File: src/rtl/rvdec_pkg.sv
// Types and constants for the RV32I instruction decoder.
// No dependencies.
`timescale 1ns / 1ps

package rvdec_pkg;

	// RV32I major opcodes, bits 6:0
	localparam logic [6:0] OPC_R_ALU  = 7'h33;
	localparam logic [6:0] OPC_I_ALU  = 7'h13;
	localparam logic [6:0] OPC_LOAD   = 7'h03;
	localparam logic [6:0] OPC_STORE  = 7'h23;
	localparam logic [6:0] OPC_BRANCH = 7'h63;
	localparam logic [6:0] OPC_JAL    = 7'h6F;
	localparam logic [6:0] OPC_JALR   = 7'h67;
	localparam logic [6:0] OPC_LUI    = 7'h37;
	localparam logic [6:0] OPC_AUIPC  = 7'h17;
	localparam logic [6:0] OPC_SYSTEM = 7'h73;

	// funct3 codes that need naming
	localparam logic [2:0] F3_ADD  = 3'd0;
	localparam logic [2:0] F3_SLL  = 3'd1;
	localparam logic [2:0] F3_SLT  = 3'd2;
	localparam logic [2:0] F3_SLTU = 3'd3;
	localparam logic [2:0] F3_XOR  = 3'd4;
	localparam logic [2:0] F3_SR   = 3'd5;
	localparam logic [2:0] F3_OR   = 3'd6;
	localparam logic [2:0] F3_AND  = 3'd7;

	localparam logic [2:0] F3_BEQ  = 3'd0;
	localparam logic [2:0] F3_BNE  = 3'd1;
	localparam logic [2:0] F3_BLT  = 3'd4;
	localparam logic [2:0] F3_BGE  = 3'd5;
	localparam logic [2:0] F3_BLTU = 3'd6;
	localparam logic [2:0] F3_BGEU = 3'd7;

	localparam logic [2:0] F3_PRIV   = 3'd0;
	localparam logic [2:0] F3_CSRRW  = 3'd1;
	localparam logic [2:0] F3_CSRRS  = 3'd2;
	localparam logic [2:0] F3_CSRRC  = 3'd3;
	localparam logic [2:0] F3_RSVD   = 3'd4;
	localparam logic [2:0] F3_CSRRWI = 3'd5;
	localparam logic [2:0] F3_CSRRSI = 3'd6;
	localparam logic [2:0] F3_CSRRCI = 3'd7;

	typedef enum logic [3:0] {
		CLS_UNKNOWN = 4'd0,
		CLS_R_ALU   = 4'd1,
		CLS_I_ALU   = 4'd2,
		CLS_LOAD    = 4'd3,
		CLS_STORE   = 4'd4,
		CLS_BRANCH  = 4'd5,
		CLS_JAL     = 4'd6,
		CLS_JALR    = 4'd7,
		CLS_LUI     = 4'd8,
		CLS_AUIPC   = 4'd9,
		CLS_CSR     = 4'd10
	} instr_class_t;

	typedef enum logic [3:0] {
		ALU_ADD  = 4'd0,
		ALU_SUB  = 4'd1,
		ALU_SLL  = 4'd2,
		ALU_SLTU = 4'd3,
		ALU_SRL  = 4'd4,
		ALU_XOR  = 4'd5,
		ALU_SLT  = 4'd6,
		ALU_SRA  = 4'd7,
		ALU_OR   = 4'd8,
		ALU_AND  = 4'd9
	} alu_code_t;

	typedef enum logic [2:0] {
		CSR_NONE   = 3'd0,
		CSR_RW     = 3'd1,
		CSR_RS     = 3'd2,
		CSR_RC     = 3'd3,
		CSR_RWI    = 3'd4,
		CSR_RSI    = 3'd5,
		CSR_RCI    = 3'd6
	} csr_action_t;

	// Fully decoded instruction
	typedef struct packed {
		instr_class_t      instr_class;
		alu_code_t         alu_code;
		logic [4:0]        src_reg_a;
		logic [4:0]        src_reg_b;
		logic [4:0]        dest_reg;
		logic signed [31:0] immediate;
		logic [2:0]        func_three;
		logic [11:0]       csr_address;
		csr_action_t       csr_action;
		logic              uses_alu;
		logic              has_immediate;
	} dec_t;

endpackage

File: src/rtl/rvdec_core.sv
// Combinational RV32I decode: class, ALU code, immediate, CSR action, flags.
// Depends on rvdec_pkg.
`timescale 1ns / 1ps

module rvdec_core (
	input  logic [31:0]   instr_word,
	output rvdec_pkg::dec_t dec
);
	import rvdec_pkg::*;

	logic [6:0]  opc;
	logic [2:0]  f3;
	logic        alt;
	logic [31:0] imm_i;
	logic [31:0] imm_s;
	logic [31:0] imm_b;
	logic [31:0] imm_j;
	logic [31:0] imm_u;
	logic [31:0] imm_shamt;
	alu_code_t   alu_base;

	assign opc = instr_word[6:0];
	assign f3  = instr_word[14:12];
	assign alt = instr_word[30];

	assign imm_i = {{20{instr_word[31]}}, instr_word[31:20]};
	assign imm_s = {{20{instr_word[31]}}, instr_word[31:25], instr_word[11:7]};
	assign imm_b = {{19{instr_word[31]}}, instr_word[31], instr_word[7],
		instr_word[30:25], instr_word[11:8], 1'b0};
	assign imm_j = {{11{instr_word[31]}}, instr_word[31], instr_word[19:12],
		instr_word[20], instr_word[30:21], 1'b0};
	assign imm_u = {instr_word[31:12], 12'h000};
	assign imm_shamt = {27'd0, instr_word[24:20]};

	// shared R/I ALU mapping; add/sub split handled per class
	always_comb begin
		unique case (f3)
			F3_ADD:  alu_base = ALU_ADD;
			F3_SLL:  alu_base = ALU_SLL;
			F3_SLT:  alu_base = ALU_SLT;
			F3_SLTU: alu_base = ALU_SLTU;
			F3_XOR:  alu_base = ALU_XOR;
			F3_SR:   alu_base = alt ? ALU_SRA : ALU_SRL;
			F3_OR:   alu_base = ALU_OR;
			F3_AND:  alu_base = ALU_AND;
			default: alu_base = ALU_ADD;
		endcase
	end

	always_comb begin
		dec.instr_class   = CLS_UNKNOWN;
		dec.alu_code      = ALU_ADD;
		dec.src_reg_a     = instr_word[19:15];
		dec.src_reg_b     = instr_word[24:20];
		dec.dest_reg      = instr_word[11:7];
		dec.immediate     = '0;
		dec.func_three    = f3;
		dec.csr_address   = instr_word[31:20];
		dec.csr_action    = CSR_NONE;
		dec.uses_alu      = 1'b0;
		dec.has_immediate = 1'b0;

		unique case (opc)
			OPC_R_ALU: begin
				dec.instr_class = CLS_R_ALU;
				dec.alu_code    = (f3 == F3_ADD && alt) ? ALU_SUB : alu_base;
				dec.uses_alu    = 1'b1;
			end
			OPC_I_ALU: begin
				dec.instr_class   = CLS_I_ALU;
				dec.alu_code      = alu_base;
				dec.immediate     = (f3 == F3_SLL || f3 == F3_SR) ? imm_shamt : imm_i;
				dec.uses_alu      = 1'b1;
				dec.has_immediate = 1'b1;
			end
			OPC_LOAD: begin
				dec.instr_class   = CLS_LOAD;
				dec.immediate     = imm_i;
				dec.uses_alu      = 1'b1;
				dec.has_immediate = 1'b1;
			end
			OPC_STORE: begin
				dec.instr_class   = CLS_STORE;
				dec.immediate     = imm_s;
				dec.uses_alu      = 1'b1;
				dec.has_immediate = 1'b1;
			end
			OPC_BRANCH: begin
				dec.instr_class   = CLS_BRANCH;
				dec.immediate     = imm_b;
				dec.uses_alu      = 1'b1;
				dec.has_immediate = 1'b1;
				case (f3)
					F3_BEQ, F3_BNE:   dec.alu_code = ALU_SUB;
					F3_BLT, F3_BGE:   dec.alu_code = ALU_SLT;
					F3_BLTU, F3_BGEU: dec.alu_code = ALU_SLTU;
					default:          dec.alu_code = ALU_ADD;
				endcase
			end
			OPC_JAL: begin
				dec.instr_class   = CLS_JAL;
				dec.immediate     = imm_j;
				dec.has_immediate = 1'b1;
			end
			OPC_JALR: begin
				dec.instr_class   = CLS_JALR;
				dec.immediate     = imm_i;
				dec.has_immediate = 1'b1;
			end
			OPC_LUI: begin
				dec.instr_class   = CLS_LUI;
				dec.immediate     = imm_u;
				dec.has_immediate = 1'b1;
			end
			OPC_AUIPC: begin
				dec.instr_class   = CLS_AUIPC;
				dec.immediate     = imm_u;
				dec.has_immediate = 1'b1;
			end
			OPC_SYSTEM: begin
				dec.instr_class = CLS_CSR;
				unique case (f3)
					F3_CSRRW:  dec.csr_action = CSR_RW;
					F3_CSRRS:  dec.csr_action = CSR_RS;
					F3_CSRRC:  dec.csr_action = CSR_RC;
					F3_CSRRWI: dec.csr_action = CSR_RWI;
					F3_CSRRSI: dec.csr_action = CSR_RSI;
					F3_CSRRCI: dec.csr_action = CSR_RCI;
					F3_PRIV, F3_RSVD: dec.csr_action = CSR_NONE;
					default:   dec.csr_action = CSR_NONE;
				endcase
			end
			default: begin
				dec.instr_class = CLS_UNKNOWN;
			end
		endcase
	end

endmodule

File: src/rtl/rv32i_instruction_decoder_top.sv
// RV32I instruction decoder, top level: input register, decode, result register.
// A transferred word is held in the input register, decoded, and registered
// again in the result register, which drives the result ports with done high. Throughput: one
// word per cycle; busy is never raised, since the receiver cannot stall results.
// Reset (arst_n low, asynchronous) clears the stage valids; payload is not reset.
// Depends on rvdec_pkg and rvdec_core.
`timescale 1ns / 1ps

module rv32i_instruction_decoder_top (
	input  logic                       clk,
	input  logic                       arst_n,
	// command side
	input  logic                       start,
	output logic                       busy,
	input  logic [31:0]                instr_word,
	// result side, done high for a single cycle per result
	output logic                       done,
	output rvdec_pkg::instr_class_t    instr_class,
	output rvdec_pkg::alu_code_t       alu_code,
	output logic [4:0]                 src_reg_a,
	output logic [4:0]                 src_reg_b,
	output logic [4:0]                 dest_reg,
	output logic signed [31:0]         immediate,
	output logic [2:0]                 func_three,
	output logic [11:0]                csr_address,
	output rvdec_pkg::csr_action_t     csr_action,
	output logic                       uses_alu,
	output logic                       has_immediate
);
	import rvdec_pkg::*;

	// Stage 1: captured instruction word
	logic        valid_s1;
	logic [31:0] instr_s1;

	// Stage 2: decoded result, drives the ports directly
	logic        valid_s2;
	dec_t        dec_s2;

	dec_t        dec_comb;

	// Decoder never stalls: every start is a transfer.
	assign busy = 1'b0;

	always_ff @(posedge clk or negedge arst_n) begin
		if (!arst_n) begin
			valid_s1 <= 1'b0;
			valid_s2 <= 1'b0;
		end else begin
			valid_s1 <= start && !busy;
			valid_s2 <= valid_s1;
		end
	end

	// Payload registers load only on a transfer; no reset needed.
	always_ff @(posedge clk) begin
		if (start && !busy) begin
			instr_s1 <= instr_word;
		end
		if (valid_s1) begin
			dec_s2 <= dec_comb;
		end
	end

	rvdec_core u_core (
		.instr_word (instr_s1),
		.dec        (dec_comb)
	);

	assign done          = valid_s2;
	assign instr_class   = dec_s2.instr_class;
	assign alu_code      = dec_s2.alu_code;
	assign src_reg_a     = dec_s2.src_reg_a;
	assign src_reg_b     = dec_s2.src_reg_b;
	assign dest_reg      = dec_s2.dest_reg;
	assign immediate     = dec_s2.immediate;
	assign func_three    = dec_s2.func_three;
	assign csr_address   = dec_s2.csr_address;
	assign csr_action    = dec_s2.csr_action;
	assign uses_alu      = dec_s2.uses_alu;
	assign has_immediate = dec_s2.has_immediate;

endmodule

File: config.mk
export PLATFORM = sky130hd
export DESIGN_NAME = rv32i_instruction_decoder_top
export DESIGN_NICKNAME = d
export VERILOG_FILES = /design/src/rtl/rvdec_pkg.sv /design/src/rtl/rvdec_core.sv /design/src/rtl/rv32i_instruction_decoder_top.sv
export SDC_FILE = /design/constraint.sdc
export NUM_CORES = 1
export LEC_CHECK = 0
export BUFFER_PORTS_ARGS = -buffer_cell sky130_fd_sc_hd__buf_2
export CORE_MARGIN = 3
export CORE_UTILIZATION = 56
export CTS_CLUSTER_DIAMETER = 100
export DETAILED_ROUTE_END_ITERATION = 8
export PLACE_DENSITY = 0.84
export SYNTH_ARGS = -nofsm -noshare
export SYNTH_HDL_FRONTEND = slang
export SYNTH_SLANG_ARGS = --single-unit
export TNS_END_PERCENT = 10
File: constraint.sdc
create_clock -name clk -period 4.3 [get_ports clk]
set_input_delay 0.43 -clock clk [delete_from_list [all_inputs] [get_ports clk]]
set_output_delay 0.43 -clock clk [all_outputs]
set_load 0.01 [all_outputs]
### After elaboration in Yosys (flattened, before gate mapping)

Memory sizes are Yosys's and may differ from the RTL's. A register that Yosys moved wholly into a read port is not among the register bits.
Index checks and enable logic that the tools add are counted.

| operators by class | value |
|---|---|
| muxes and demuxes | 10 |
| reductions and logical operators | 11 |
| equality and inequality tests | 17 |

Operator list:

| operator | number |
|---|---|
| $pmux W32 S6 | 1 |
| $pmux W4 S10 | 1 |
| $mux W32 | 1 |
| $pmux W4 S8 | 1 |
| $eq A7 B7 Y1 const B | 4 |
| $eq A7 B6 Y1 const B | 3 |
| $eq A7 B5 Y1 const B | 2 |
| $eq A3 B3 Y1 const B | 4 |
| $pmux W4 S3 | 1 |
| $reduce_or A2 Y1 | 5 |
| $pmux W3 S3 | 1 |
| $reduce_or A8 Y1 | 1 |
| $eq A7 B2 Y1 const B | 1 |
| $eq A3 B2 Y1 const B | 2 |
| $reduce_or A5 Y1 | 1 |
| $mux W4 | 1 |
| $eq A3 B1 Y1 const B | 1 |
| $logic_not A3 Y1 | 1 |
| $mux W1 | 2 |
| $mux W2 | 1 |
| $logic_and A1 B1 Y1 | 1 |
| $logic_not A1 Y1 | 1 |
| $logic_or A1 B1 Y1 | 1 |

| storage, ports and cells | value |
|---|---|
| bits of input ports | 35 |
| word-level logic and storage cells | 52 |
| memories kept | 1 |
| bits in registers | 106 |
| output and inout bits | 77 |
| bits in read-only memories | 24 |

Memory list:

| name | depth | bits a word | read ports | clocked after Yosys merged registers in | wr ports | RTL line | RTL |
|---|---|---|---|---|---|---|---|
| (name not given) | 8 | 3 | 1 | 1 | 0 | rvdec_core.sv:122 | `unique case (f3)` |

### Depth between registers and ports, before layout

| logic depth | value |
|---|---|
| word-level depth | 4 |
| depth in mapped cells | 6 |
| mapped depth without buffers | 4 |

### Modules after synthesis

Synthesis repeated with hierarchy kept, for this count alone.

| unflattened totals | value |
|---|---|
| cells, all modules | 260 |
| area, all modules | 4349.2 um^2 |

By module, submodules not included:

| module | cells an instance | instances | area each (um^2) | seq. area each (um^2) |
|---|---|---|---|---|
| rv32i_instruction_decoder_top | 111 | 1 | 3274.4 | 3263.1 |
| rvdec_core | 149 | 1 | 1074.8 | 0.0 |

### Worst setup path before layout

No wires, ideal clock.

| timing path | value |
|---|---|
| path type | reg2reg |
| start point | register valid_s1 |
| end point | register dec_s2 (netlist bit alu_code[0]), enable pin |
| cell stages (with the launch flop) | 1 |
| setup time | 428 ps |
| data required time | 3872 ps |
| slack | 2152 ps |
| buffers on the path | 0 |
| period minus slack after synthesis | 2148 ps |
| data arrival time | 1720 ps |
| cells stage by stage | dfrtp_1 |

RTL lines:

| element | RTL line | RTL |
|---|---|---|
| from (decl) | rv32i_instruction_decoder_top.sv:33 | `logic valid_s1;` |
| from (signal assigned) | rv32i_instruction_decoder_top.sv:50 | `valid_s1 <= start && !busy;` |
| to (signal assigned) | rv32i_instruction_decoder_top.sv:61 | `dec_s2 <= dec_comb;` |
| to (decl) | rv32i_instruction_decoder_top.sv:38 | `dec_t dec_s2;` |

No word-level cell between the ends.

==> results.ini <==
[timing]
slew_headroom = 0.405
max_freq_mhz = 473
worst_pin_slew_ns = 0.893
period_share = 0.492
maxSlewViolCount = 0
skew_ns = 0.0104
setup_violations = 0
hold_violations = 0
finalCriticalPeriod_ns = 2.11
fin_tns_setup_ns = 0
setup_slack_ns = 2.19
rsz0062_at_grt = false

[synthesis]
synth_flop_cell = edfxtp_1
yosys.area.top_type = edfxtp_1
yosysWarnings = 0
synth_top_area_share = 0.760
postSynthCellCount = 247
synth_edf_count = 102
synthTopCellsByCount = 102 x edfxtp_1, 16 x a21oi_1, 14 x nand2_1, 14 x nor2_1
netlist_area_um2 = 4030
ys_ff_latch = 104
ys_seq_area_frac = 0.772
synth_nets = 282
ys_async_sr_fraction = 0.0192
synth_area_per_cell_um2 = 16.3
synth.most_common_cell = edfxtp_1
synth_area_leaders = edfxtp_1 76%, a21oi_1 2.0%, a21o_1 1.5%
yosysUniqueCellTypes = 46

[place]
pre_cts_ws_ns = 2.25
dpl.hpwl_mm = 5.38
gp_congestion = 0.875
portBuffers = 110
dpl.cell_count = 438

[clock_tree]
cts_max_path_buffers = 2
htree_levels = 3
numClockSinks = 104
clock-root-buffer = clkbuf_8
insertion_delay_ns = 0.35
cts_inserted_buffers = 9
postCtsSetupRepairBufs = 0
clk_pin_slew_ns = 0.09
cts_tree = built
ctsResizeCount = 0
cts.hold.buffers_added = 1

[power_and_ir_drop]
p_comb_frac = 0.085
power.density_nw_per_um2 = 427
p_sw_frac = 0.225
p_int_uw = 1600
p_leak_uw = 0.00195
p_clk_frac = 0.308
ir_worst_vdd_uv = 219
p_switching_uw = 464
seq_power_share = 0.607

[global_route]
grt_pass1_vias = 2378
grt-ovfl-total = 0
grt_pass1_wl_mm = 11.9
antenna_found_initial = 0
grt_max_degree = 41
track_usage = 0.190

[cells_and_area]
post-route-util = 0.699
n_fill_cell = 499
regArea_um2 = 3110
num-nets-final = 389
drive_above_1_share = 0.376
multi_input_area_um2 = 801
area_growth_pct = 19.8
finalNonFillerCells = 455
antenna_cells = 0

[die]
rows = 30
initial_core_util = 0.584
die_x_um = 90.9
dieHeight_um = 90.9
dieArea_um2 = 8260
core_um2 = 6910
ios = 112

[setup_path]
cp.required_ns = 4.48
rrSetupSlack_ns = 2.19
cp-end-kind = flip-flop
critPathKind = reg2reg
arrival_ns = 2.29
crit_fanout = 17
start_kind = flip-flop

[routing]
drc_errors = 0
drt_wl_total_mm = 7.72
dr.first_iter.drc_count = 246
ant_nets = 0
wire_per_inst_um = 17.0
routed_via_density = 5.38
vias = 2449
drt-pass1-iter-count = 6

[flow_run]
cap_violations = 0

[status]
status = finished, final reports clean

[worst_hold_path]
holdCritPathClass = in2reg

-- cells in the final DEF, fill, tap and decap left out, types with 4 or more instances in the layout --
cell / netlist / routed
buf_2: 5 / 110
edfxtp_1: 102 / 102
a21oi_1: 16 / 16
nor2_1: 14 / 14
nand2_1: 14 / 14
clkbuf_8: 0 / 9
nor2b_1: 8 / 8
a21o_1: 8 / 8
nand2b_1: 6 / 6
o21ai_0: 6 / 6
nand3_1: 5 / 5
nor3_1: 4 / 4
inv_1: 4 / 4
a22o_1: 4 / 4
-- power by group through the flow --
stage | registers (µW) | clock network, µW | logic [µW]
2_1_floorplan | 1290 | 0 | 78.6
3_3_place_gp | 1270 | 0 | 169
3_5_place_dp | 1280 | 0 | 175
4_1_cts | 1250 | 647 | 176
5_1_grt | 1260 | 691 | 189
6_report | 1250 | 636 | 175
-- layer usage --
metal | global-route usage | share of wire
met2 | 0.308 | 0.50
met1 | 0.232 | 0.40
met4 | 0.113 | 0.028
met3 | 0.0483 | 0.077
met5 | 0 | 0
-- worst max-delay path: stages (launching register included) --
cell and delay (ns):
edfxtp_1 0.62, nand4bb_1 0.59, nor2_4 0.26, a21oi_4 0.12
a2111oi_4 0.35
-- cell type report --
type | instances | area share
multi-input cells | 123 | 0.166
repair buffers | 112 | 0.118
inverters | 4 | 0.00311
clock buffers | 11 | 0.0272
flip-flops and latches | 104 | 0.645
clock inverters | 5 | 0.0168
well taps | 96 | 0.0249
-- path summary, 6_finish.rpt --
path | from | to | cells past startpoint
min in group asynchronous | arst_n | valid_s1$_DFF_PN0_ | 2
max | instr_s1[2]$_DFFE_PP_ | immediate[31]$_DFFE_PP_ | 4
max reg2reg | instr_s1[2]$_DFFE_PP_ | immediate[31]$_DFFE_PP_ | 4
min | instr_word[26] | instr_s1[26]$_DFFE_PP_ | 1
max in group asynchronous | arst_n | valid_s1$_DFF_PN0_ | 2
min reg2reg | instr_s1[11]$_DFFE_PP_ | dest_reg[4]$_DFFE_PP_ | 0
-- stage by stage --
stage	hold slack (ns)	cell area (µm²)	power, µW
CTS	0.222	4830	2080
detailed placement	0.215	4610	1450
global placement	0.214	4610	1440
floorplan	0.134	4030	1360
finish	0.241	4830	2060
global route	0.218	4830	2140
-- kinds of logic (layout without fill, tap and decap cells) --
group | after synthesis | count (layout) | synth area share
flip-flops | 104 | 104 | 0.772
AND/OR/NAND/NOR | 66 | 66 | 0.0937
AO/OA/AOI/OAI | 52 | 52 | 0.0946
buffers and inverters | 20 | 132 | 0.0295
XOR/XNOR | 2 | 2 | 0.00434
multiplexers | 2 | 2 | 0.00496
other | 1 | 1 | 0.000930
Note: power is estimated with default switching activity, not from simulation.
